File: src/sv/xtd_pkg.sv
// shared types and constants for the x-tiled framebuffer detiler
package xtd_pkg;

	// configuration register widths and reset values
	localparam int CFG_SIZE_W  = 14;
	localparam int PITCH_W     = 8;
	localparam int CFG_INDEX_W = 2;
	localparam int CFG_DATA_W  = 14;

	localparam logic [CFG_SIZE_W-1:0] FRAME_WIDTH_RST  = 14'd1920;
	localparam logic [CFG_SIZE_W-1:0] FRAME_HEIGHT_RST = 14'd1080;
	localparam logic [PITCH_W-1:0]    PITCH_TILES_RST  = 8'd15;

	// default frame size limits
	localparam int MAX_WIDTH_DEF  = 8192;
	localparam int MAX_HEIGHT_DEF = 8192;

	// tile geometry, as log2 of the sizes
	localparam int TILE_LG      = 12; // bytes per tile
	localparam int TILE_ROW_LG  = 9;  // bytes per tile row
	localparam int TILE_COLS_LG = 7;  // pixels across a tile
	localparam int TILE_ROWS_LG = 3;  // rows in a tile
	localparam int PIXEL_LG     = 2;  // bytes per pixel

	localparam int ADDR_W     = 29;
	localparam int PIX_W      = 32;
	localparam int CHAN_W     = 8;
	localparam int M_FIELDS_W = ADDR_W + 3 * CHAN_W;
	localparam int M_TDATA_W  = ((M_FIELDS_W + 7) / 8) * 8;

	typedef enum logic {
		CMD_START = 1'b0,
		CMD_PIXEL = 1'b1
	} xtd_cmd_t;

	typedef enum logic [CFG_INDEX_W-1:0] {
		REG_FRAME_WIDTH  = 2'd0,
		REG_FRAME_HEIGHT = 2'd1,
		REG_PITCH_TILES  = 2'd2
	} xtd_reg_t;

	typedef struct packed {
		logic [ADDR_W-1:0] fetch_address;
		logic              pixel_valid;
		logic [CHAN_W-1:0] red;
		logic [CHAN_W-1:0] green;
		logic [CHAN_W-1:0] blue;
		logic              frame_last;
	} xtd_result_t;

endpackage

File: src/sv/xtd_tile_addr.sv
// x-tiled byte address of a pixel from its column, row and pitch
module xtd_tile_addr import xtd_pkg::*; #(
	parameter int MAX_WIDTH  = MAX_WIDTH_DEF,
	parameter int MAX_HEIGHT = MAX_HEIGHT_DEF
) (
	input  logic [$clog2(MAX_WIDTH)-1:0]  x,
	input  logic [$clog2(MAX_HEIGHT)-1:0] y,
	input  logic [PITCH_W-1:0]            pitch,
	output logic [ADDR_W-1:0]             addr
);

	localparam int RW = $clog2(MAX_HEIGHT);
	localparam int BW = RW + PITCH_W;

	logic [BW-1:0] band;

	// start of the tile row band: (y/8) * pitch tiles
	assign band = BW'(y >> TILE_ROWS_LG) * BW'(pitch);

	assign addr = (ADDR_W'(band) << TILE_LG)
		+ (ADDR_W'(x >> TILE_COLS_LG) << TILE_LG)
		+ (ADDR_W'(y[TILE_ROWS_LG-1:0]) << TILE_ROW_LG)
		+ (ADDR_W'(x[TILE_COLS_LG-1:0]) << PIXEL_LG);

endmodule

File: src/sv/xtd_walker.sv
// raster counters, frame state and result assembly
module xtd_walker import xtd_pkg::*; #(
	parameter int MAX_WIDTH  = MAX_WIDTH_DEF,
	parameter int MAX_HEIGHT = MAX_HEIGHT_DEF
) (
	input  logic                  clk,
	input  logic                  arst_n,
	input  logic                  en,
	input  xtd_cmd_t              cmd,
	input  logic [PIX_W-1:0]      word,
	input  logic [CFG_SIZE_W-1:0] frame_width,
	input  logic [CFG_SIZE_W-1:0] frame_height,
	input  logic [PITCH_W-1:0]    pitch_tiles,
	output xtd_result_t           res
);

	localparam int CW  = $clog2(MAX_WIDTH);
	localparam int RW  = $clog2(MAX_HEIGHT);
	localparam int WSZ = (CW + 1 > CFG_SIZE_W) ? CW + 1 : CFG_SIZE_W;
	localparam int HSZ = (RW + 1 > CFG_SIZE_W) ? RW + 1 : CFG_SIZE_W;

	logic [CW-1:0]     col_q, col_d;
	logic [RW-1:0]     row_q, row_d;
	logic              active_q, active_d;
	logic [WSZ-1:0]    w_eff, col_inc;
	logic [HSZ-1:0]    h_eff, row_inc;
	logic              col_wrap, row_wrap;
	logic [ADDR_W-1:0] next_addr;

	xtd_tile_addr #(
		.MAX_WIDTH (MAX_WIDTH),
		.MAX_HEIGHT(MAX_HEIGHT)
	) u_addr (
		.x    (col_d),
		.y    (row_d),
		.pitch(pitch_tiles),
		.addr (next_addr)
	);

	always_comb begin
		// zero reads as one, oversize saturates
		if (frame_width == '0) begin
			w_eff = WSZ'(1);
		end else if (WSZ'(frame_width) > WSZ'(MAX_WIDTH)) begin
			w_eff = WSZ'(MAX_WIDTH);
		end else begin
			w_eff = WSZ'(frame_width);
		end
		if (frame_height == '0) begin
			h_eff = HSZ'(1);
		end else if (HSZ'(frame_height) > HSZ'(MAX_HEIGHT)) begin
			h_eff = HSZ'(MAX_HEIGHT);
		end else begin
			h_eff = HSZ'(frame_height);
		end
		col_inc  = WSZ'(col_q) + WSZ'(1);
		row_inc  = HSZ'(row_q) + HSZ'(1);
		col_wrap = col_inc >= w_eff;
		row_wrap = row_inc >= h_eff;

		col_d    = col_q;
		row_d    = row_q;
		active_d = active_q;
		res      = '0;
		case (cmd)
			CMD_START: begin
				col_d             = '0;
				row_d             = '0;
				active_d          = 1'b1;
				res.fetch_address = next_addr;
			end
			CMD_PIXEL: begin
				if (active_q) begin
					res.pixel_valid = 1'b1;
					res.red         = word[23:16];
					res.green       = word[15:8];
					res.blue        = word[7:0];
					if (col_wrap) begin
						col_d = '0;
						if (row_wrap) begin
							row_d          = '0;
							active_d       = 1'b0;
							res.frame_last = 1'b1;
						end else begin
							row_d = RW'(row_inc);
						end
					end else begin
						col_d = CW'(col_inc);
					end
					// counters are back at zero after the final pixel, so this is zero then
					res.fetch_address = next_addr;
				end
			end
			default: ;
		endcase
	end

	always_ff @(posedge clk or negedge arst_n) begin
		if (!arst_n) begin
			col_q    <= '0;
			row_q    <= '0;
			active_q <= 1'b0;
		end else if (en) begin
			col_q    <= col_d;
			row_q    <= row_d;
			active_q <= active_d;
		end
	end

endmodule

File: src/sv/x_tiled_framebuffer_detiler.sv
// top level of the x-tiled framebuffer detiler
//
// walks a frame in raster order over an x-tiled buffer of 4 kb tiles (8 rows of
// 512 bytes, 32-bit xrgb pixels) and converts the fetched pixel words
// input stream: s_tuser is the command (0 starts a frame, 1 carries a pixel
//   word), s_tdata the fetched xrgb word
// output stream: one beat per input beat; m_tdata fields red, green, blue
//   (swapped from the b,g,r memory order), the tiled byte address of the next
//   raster pixel, m_tuser flags a converted pixel and m_tlast marks the final
//   pixel of the frame, whose address is zero
// a start beat returns the address of pixel (0,0); pixel words while no frame
//   is open give an all-zero beat
// flow: a beat that is taken sits in the input register, and its result is
//   loaded into the output register once that register is free or emptying,
//   so it shows on m_* from the output register
// throughput: one beat per cycle unless the output side stalls; the counter update,
//   the one pitch multiply of the address and the byte swap all fit between the two registers
// stalls: while the output register is full and m_tready is low it holds, the input register
//   still takes a beat if it is empty, and s_tready drops only when both are full
// reset: counters clear, no frame is open, size and pitch registers return to 1920 x
//   1080 and 15 tiles; the user has the cfg port write them while idle (not enforced)
module x_tiled_framebuffer_detiler import xtd_pkg::*; #(
	parameter int MAX_WIDTH  = MAX_WIDTH_DEF,
	parameter int MAX_HEIGHT = MAX_HEIGHT_DEF
) (
	input  logic                   clk,
	input  logic                   arst_n,
	// configuration writes
	input  logic                   cfg_we,
	input  logic [CFG_INDEX_W-1:0] cfg_index,
	input  logic [CFG_DATA_W-1:0]  cfg_data,
	// input stream
	input  logic                   s_tvalid,
	output logic                   s_tready,
	input  logic [PIX_W-1:0]       s_tdata,  // pixel_word[31:0]
	input  logic                   s_tuser,  // cmd
	// output stream
	output logic                   m_tvalid,
	input  logic                   m_tready,
	output logic [M_TDATA_W-1:0]   m_tdata,  // fetch_address[28:0], red, green, blue, zero pad
	output logic                   m_tuser,  // pixel_valid
	output logic                   m_tlast   // frame_last
);

	logic [CFG_SIZE_W-1:0] frame_width_q;
	logic [CFG_SIZE_W-1:0] frame_height_q;
	logic [PITCH_W-1:0]    pitch_tiles_q;

	// input register
	logic                  v_s1;
	xtd_cmd_t              cmd_s1;
	logic [PIX_W-1:0]      word_s1;

	// output register
	logic                  v_s2;
	xtd_result_t           res_s2;

	xtd_result_t           res;
	logic                  adv;

	// register writes, indices past the list are dropped
	always_ff @(posedge clk or negedge arst_n) begin
		if (!arst_n) begin
			frame_width_q  <= FRAME_WIDTH_RST;
			frame_height_q <= FRAME_HEIGHT_RST;
			pitch_tiles_q  <= PITCH_TILES_RST;
		end else if (cfg_we) begin
			case (xtd_reg_t'(cfg_index))
				REG_FRAME_WIDTH:  frame_width_q  <= cfg_data[CFG_SIZE_W-1:0];
				REG_FRAME_HEIGHT: frame_height_q <= cfg_data[CFG_SIZE_W-1:0];
				REG_PITCH_TILES:  pitch_tiles_q  <= cfg_data[PITCH_W-1:0];
				default: ;
			endcase
		end
	end

	// the input register moves on whenever the output register is free or emptying
	assign adv      = !v_s2 || m_tready;
	assign s_tready = !v_s1 || adv;

	always_ff @(posedge clk or negedge arst_n) begin
		if (!arst_n) begin
			v_s1 <= 1'b0;
			v_s2 <= 1'b0;
		end else begin
			if (s_tready) begin
				v_s1 <= s_tvalid;
			end
			if (adv) begin
				v_s2 <= v_s1;
			end
		end
	end

	always_ff @(posedge clk) begin
		if (s_tvalid && s_tready) begin
			cmd_s1  <= xtd_cmd_t'(s_tuser);
			word_s1 <= s_tdata;
		end
		if (adv && v_s1) begin
			res_s2 <= res;
		end
	end

	// frame state steps once per beat that leaves the input register
	xtd_walker #(
		.MAX_WIDTH (MAX_WIDTH),
		.MAX_HEIGHT(MAX_HEIGHT)
	) u_walker (
		.clk         (clk),
		.arst_n      (arst_n),
		.en          (adv && v_s1),
		.cmd         (cmd_s1),
		.word        (word_s1),
		.frame_width (frame_width_q),
		.frame_height(frame_height_q),
		.pitch_tiles (pitch_tiles_q),
		.res         (res)
	);

	assign m_tvalid = v_s2;
	assign m_tdata  = {(M_TDATA_W - M_FIELDS_W)'(0), res_s2.blue, res_s2.green,
		res_s2.red, res_s2.fetch_address};
	assign m_tuser  = res_s2.pixel_valid;
	assign m_tlast  = res_s2.frame_last;

`ifndef ASSERT_OFF
	// the final pixel is always a converted pixel and points back to zero
	a_last_pixel: assert property (@(posedge clk) disable iff (!arst_n)
		m_tvalid && m_tlast |-> m_tuser && res_s2.fetch_address == '0)
		else $error("frame end beat without a pixel or with a non-zero address");

	// beats without a pixel carry no colour and never close a frame
	a_empty_beat: assert property (@(posedge clk) disable iff (!arst_n)
		m_tvalid && !m_tuser |-> res_s2.red == '0 && res_s2.green == '0
			&& res_s2.blue == '0 && !m_tlast)
		else $error("beat without a pixel carries colour or frame end");

	// the input side only stalls when the output register is full and held
	a_no_bubble: assert property (@(posedge clk) disable iff (!arst_n)
		!s_tready |-> m_tvalid && !m_tready)
		else $error("input stalled while the output side could move");

	// a start beat must leave the address of pixel zero
	a_start_addr: assert property (@(posedge clk) disable iff (!arst_n)
		adv && v_s1 && cmd_s1 == CMD_START |=> m_tvalid && !m_tuser
			&& res_s2.fetch_address == '0)
		else $error("start beat did not give address zero");
`endif

endmodule
File: config.mk
export PLATFORM = sky130hd
export DESIGN_NAME = x_tiled_framebuffer_detiler
export DESIGN_NICKNAME = d
export VERILOG_FILES = /design/src/sv/xtd_pkg.sv /design/src/sv/xtd_tile_addr.sv /design/src/sv/xtd_walker.sv /design/src/sv/x_tiled_framebuffer_detiler.sv
export SDC_FILE = /design/constraint.sdc
export NUM_CORES = 1
export LEC_CHECK = 0
export ABC_AREA = 1
export BUFFER_PORTS_ARGS = -buffer_cell sky130_fd_sc_hd__buf_2
export CORE_MARGIN = 2
export CORE_UTILIZATION = 36
export CTS_CLUSTER_SIZE = 12
export DETAILED_ROUTE_END_ITERATION = 10
export PLACE_DENSITY = 0.55
export SLEW_MARGIN = 20
export SYNTH_ARGS = -nofsm -noshare
export SYNTH_HDL_FRONTEND = slang
export SYNTH_HIERARCHICAL = 1
export SYNTH_SLANG_ARGS = --single-unit
File: constraint.sdc
create_clock -name clk -period 9.47 [get_ports clk]
set_clock_uncertainty 0.2 [all_clocks]
set_input_delay 0.4735 -clock clk [delete_from_list [all_inputs] [get_ports clk]]
set_output_delay 0.4735 -clock clk [all_outputs]
set_load 0.05 [all_outputs]
==> results of run 1 <==
==> report_power, final <==
group | total (mW) | internal, mW | switching [mW]
clock | 0.675 | 0.379 | 0.296
sequential | 0.945 | 0.834 | 0.111
combinational | 1.67 | 0.536 | 1.13
==> state kept, by name, summed over array words and instances (netlist names) <==
signal and count:
cmd_s1 1, frame_height_q 14, frame_width_q 14, m_tdata 53, m_tlast 1, m_tuser 1, m_tvalid 1, pitch_tiles_q 8
u_walker/active_q 1, u_walker/col_q 13, u_walker/row_q 13, v_s1 1, word_s1 24
==> layer usage <==
metal  part of all wire (%)  wire length [um]  vias up
met5                  0.035                 9        -
met1                     50             13000     4193
li1                       -                 -     4695
met4                    1.6               417        2
met2                     43             11200      214
met3                    4.7              1230       33
==> repair_timing <==
| action | in CTS | in global routing |
|---|---|---|
| hold buffers | 15 | 0 |
| hold endpoints to repair | 15 | 0 |
| setup buffers | 0 | 0 |
==> per-stage QoR <==
step | power, mW | utilization, % | cells | hold slack (ns)
6_report | 3.29 | 41.4 | 1957 | 0.0190
5_1_grt | 3.61 | 41.4 | 1957 | 0.00571
4_1_cts | 3.32 | 41.4 | 1957 | 0.000388
3_5_place_dp | 2.63 | 39.0 | 1910 | 0.263
3_3_place_gp | 2.61 | 39.0 | 1910 | 0.260
2_1_floorplan | 2.31 | - | 1475 | -0.0221
==> worst min-delay path by stage <==
stage                                              from                       endpoint  slack (ns)  cells after the start
after global routing                        s_tdata[10]          word_s1[10]$_DFFE_PP_       0.006                      1
after global placement    frame_width_q[13]$_DFFE_PN0P_  frame_width_q[13]$_DFFE_PN0P_        0.26                      2
after detailed placement  frame_height_q[5]$_DFFE_PN1P_  frame_height_q[5]$_DFFE_PN1P_        0.26                      2
after CTS                                   s_tdata[12]          word_s1[12]$_DFFE_PP_      0.0004                      1
after floorplan                                  arst_n  frame_height_q[0]$_DFFE_PN0P_       -0.02                      0
final                                       s_tdata[12]          word_s1[12]$_DFFE_PP_        0.02                      1
==> worst max-delay path: cells and delay by family (launching register included) <==
| family | cells | cell delay [ns] |
|---|---|---|
| flip-flops | 1 | 0.40 |
| AO/OA/AOI/OAI | 1 | 0.35 |
| AND/OR/NAND/NOR | 25 | 3.63 |
| buffers and inverters | 6 | 0.31 |
| adder cells (fa/ha/maj) | 6 | 2.76 |
==> cell type report <==
cell class,instances,area (um2)
fill,3154,18000
multi-input combinational,961,5790
sequential,145,4040
inverter,302,1130
timing repair buffer,121,691
tap,396,495
clock buffer,19,443
clock inverter,13,139
==> placed cells by master (no fill, tap or decap), drive strengths merged <==
cell and instances:
a21boi 1, a21o 1, a21oi 21, a22oi 3
a31o 4, a31oi 2, and2 1, and3 16
buf 106, bufinv 1, clkbuf 19, clkinv 5
conb 5, dfrtp 53, dfstp 12, dlygate4sd3 15
edfxtp 80, fa 48, ha 72, inv 309
nand2 466, nand3 82, nand3b 1, nand4 60
nor2 118, nor3 8, nor4 6, o21ai 14
o21bai 3, o22ai 2, or2 3, xnor2 4
xor2 20
==> run metrics, run 1 <==
Final TNS setup=0 ns; pwr dens=258 nW/um2; row count=64; Max-Cap Viols=0; Worst setup SP type=flop; cell area after layout=12,700 um2; met3 Resource Use GR=2.66%; P_leak=7.13 nW; largest net degree at the start of global routing=66; die outline height=181 um; die width=181 um; initial antenna violation count=1; CTS buffer count=17; overall routed net length=25.9 mm; cells on worst reg2reg path=38; gr ovfl total=0; master cell of the clock root buffer=clkbuf_16; hold crit path type=input port to flop; Mapped Area=11,300 um2; max-slew violations=0; CTS Buffer Depth=2; clk sinks=145; I/O Buffers=102; Antenna Cells=0; initial core utilization=36.8%; Setup crit end=m_tdata[27]$_DFFE_PP_; PostCTS Resize Cnt=0; Peak VDD IR=0.000150 V; Setup crit end kind=flop; Final setup viols=0; Worst Setup Slack post-DPL=1.59 ns; Worst Max-Slew Pin Slew=1.02 ns; Nets=1,722; Yosys warning total=6; Max-slew headroom=31.6%; die footprint=32,900 um2; crit-path max cell delay=0.59 ns; # IOs=114; Reg-to-Reg Start=frame_width_q[0]$_DFFE_PN0P_; first-pass GRT wire length=43.8 mm; path type of the worst setup path=flop to flop; r2r setup slk=1.54 ns; crit path DAT=7.91 ns; Wirelength per Cell=13.2 um; vias in the first global route=8,912; status=finished clean; dpl hpwl=19.4 mm; CTS tree=yes; DRT Pass-1 Iters=5; unrepaired setup endpoints after global routing=false; Antenna Nets Post-Route=0; Tmin final=7.93 ns; DRT iter0 DRCs=479; vias after detailed routing=9,137; GR peak layer=met2; vias per cell=4.67; global routing usage on met2=26.3%; cells after synthesis=1,472; CORE AREA=30,700 um2; fin crit share=83.7%; gpl congestion=0.847; H-Tree Depth=4; Final Hold Viols=0; Worst setup startpoint=frame_width_q[0]$_DFFE_PN0P_; Most Frequent Cell on Critical Path=nand2_1; DR DRC count=0; CP required=9.45 ns; fmax=126 MHz; CP Max Fanout=21; CP max-delay cell=nand2_1; met1 Resource Use GR=23.0%; final setup margin=1.54 ns; post-placement cell area=12,000 um2; R2R Path End=m_tdata[27]$_DFFE_PP_; Global Route Usage Sum=16.5%; layout cells sized above 1=13.2%; synth-to-layout area growth=12.6%; Clock Pin Slew Worst Setup and Hold Paths=0.06 ns; Worst-Skew Late Latency=0.44 ns; Avg Cell Area, Syn=7.68 um2
(Power assumes the default switching activity.)
==> run 2: changes to the inputs <==
==> constraint.sdc (replaced) <==
create_clock -name clk -period 8 [get_ports clk]
set_clock_uncertainty 0.2 [all_clocks]
set_input_delay 0.4 -clock clk [delete_from_list [all_inputs] [get_ports clk]]
set_output_delay 0.4 -clock clk [all_outputs]
set_load 0.05 [all_outputs]
==> run 2 against run 1 <==
Effect of this change: combinational power is 22% higher; largest power group unchanged; clock power is 12% higher; cell area is 1.6% higher; first-iteration DRC count is 3.3% higher; flip-flop and latch count stayed put; non-clock buffer count is 20 higher; worst setup slack worse by 1.0 ns; the flow now finishes with violations (negative hold slack); global-route usage is 0.18 points higher; total power is 19% higher; sequential share of layout area is 0.49 points lower; wire length is 2.0% higher; die area stayed put.
==> run metrics, run 2 (synthesis results as in run 1) <==
status=finished with violations; failing checks=negative hold slack; crit-path max cell delay=0.54 ns; R2R Path End=m_tdata[27]$_DFFE_PP_; Worst Max-Slew Pin Slew=1.02 ns; fin crit share=93.4%; gr ovfl total=0; H-Tree Depth=4; unrepaired setup endpoints after global routing=false; CTS tree=yes; hold crit path type=input port to async pin; Antenna Nets Post-Route=0; initial core utilization=36.8%; max FFs per register=53; Final Hold Viols=40; Core Util, Final=42.0%; Peak VDD IR=0.000177 V; # IOs=114; max-slew violations=0; largest net degree at the start of global routing=66; commonest cells after routing, fill and taps aside=nand2_1, inv_1, buf_2, nor2_1, edfxtp_1; gpl congestion=0.840; CP required=7.98 ns; clk sinks=145; Worst-Skew Late Latency=0.43 ns; Final TNS setup=0 ns; row count=64; CTS Buffer Depth=2; Most Frequent Cell on Critical Path=nand2_1; cells on worst reg2reg path=39; dpl hpwl=19.7 mm; Tmin final=7.47 ns; Worst setup SP type=flop; synth-to-layout area growth=14.3%; vias per cell=4.68; CP Max Fanout=13; DRT Pass-1 Iters=6; Final Non-Filler Cells=1,978; most common cell after layout, fill and taps aside=nand2_1; Final setup viols=0; die footprint=32,900 um2; Antenna Cells=0; DRT iter0 DRCs=495; crit path DAT=7.45 ns; initial antenna violation count=0; r2r setup slk=0.53 ns; CORE AREA=30,700 um2; master cell of the clock root buffer=clkbuf_16; die outline height=181 um; Placed Cells=1,915; first-pass GRT wire length=44.3 mm; fmax=134 MHz; CTS buffer count=17; layout cells sized above 1=14.2%; Clock Pin Slew Worst Setup and Hold Paths=0.07 ns; overall routed net length=26.4 mm; Reg-to-Reg Start=frame_width_q[0]$_DFFE_PN0P_; Setup crit end kind=flop; Max-Cap Viols=0; vias in the first global route=8,817; Wirelength per Cell=13.3 um; Nets=1,743; post-placement cell area=12,000 um2; path type of the worst setup path=flop to flop; P_leak=7.19 nW; DR DRC count=0; hold_ws=-0.0190 ns; Max-slew headroom=31.8%; die width=181 um; pwr dens=302 nW/um2; CP max-delay cell=fa_1; vias after detailed routing=9,254; Global Route Usage Sum=16.6%; I/O Buffers=102; cell area after layout=12,900 um2
## run 2: cell types whose count changed in the layout (fill, tap and decap cells not counted), sizes merged
cell,before,now
bufinv,1,0
clkinvlp,0,3
inv,309,306
clkinv,5,7
a31o,4,5
dlygate4sd3,15,27
clkbuf,19,18
buf,106,114
## run 2: per-stage QoR
step | power [mW] | setup WS, ns | hold WS (ns)
after detailed placement | 3.14 | 0.241 | 0.263
after floorplan | 2.73 | 1.02 | -0.0956
after CTS | 3.93 | 0.225 | 0.00698
after global placement | 3.10 | 0.365 | 0.258
final | 3.90 | 0.527 | -0.0190
after global routing | 4.29 | 0.00467 | 0.0192
## run 2: critical path: cells and delay by family (launching register included)
kind | cells | cell delay (ns)
compound gates | 1 | 0.28
fa+ha+maj | 6 | 2.77
buf+inv | 7 | 0.46
flops | 1 | 0.38
simple gates | 25 | 3.13
## run 2: area by class of cell
cell class | instances | area, um2
fillers | 3146 | 17800
multi-input cells | 962 | 5840
flip-flops and latches | 145 | 4040
inverters | 302 | 1130
repair buffers | 141 | 871
well taps | 396 | 495
clock buffers | 18 | 429
clock inverters | 14 | 121
## run 2: how the worst max path moves through the flow
stage | depth (start not counted) | startpoint | endpoint | slack, ns
floorplan | 42 | frame_width_q[0]$_DFFE_PN0P_ | m_tdata[27]$_DFFE_PP_ | 1.02
global placement | 35 | frame_width_q[0]$_DFFE_PN0P_ | m_tdata[23]$_DFFE_PP_ | 0.36
detailed placement | 35 | frame_width_q[0]$_DFFE_PN0P_ | m_tdata[23]$_DFFE_PP_ | 0.24
CTS | 35 | frame_width_q[0]$_DFFE_PN0P_ | m_tdata[23]$_DFFE_PP_ | 0.22
global route | 40 | u_walker/col_q[5]$_DFFE_PN0P_ | m_tdata[27]$_DFFE_PP_ | 0.005
finish | 39 | frame_width_q[0]$_DFFE_PN0P_ | m_tdata[27]$_DFFE_PP_ | 0.53
## run 2: report_power, final
group / total, mW / switching [mW] / internal (mW)
Combinational: 2.03 / 1.37 / 0.666
Clock: 0.756 / 0.350 / 0.407
Sequential: 1.11 / 0.127 / 0.987
## run 2: per-layer routing
metal / vias to the layer above / wire length (um) / track usage (%)
met2: 214 / 11600 / 26.4
met1: 4285 / 13200 / 23.7
li1: 4744 / - / -
met5: - / 0 / 0
met4: 0 / 192 / 3.45
met3: 11 / 1390 / 3.18
## run 2: what timing repair did
action | 4_1_cts | 5_1_grt
endpoints found under the hold margin | 28 | 0
setup buffers | 0 | 3
gates resized for setup | 0 | 14
hold buffers | 27 | 0
endpoints found under the setup margin | 0 | 8
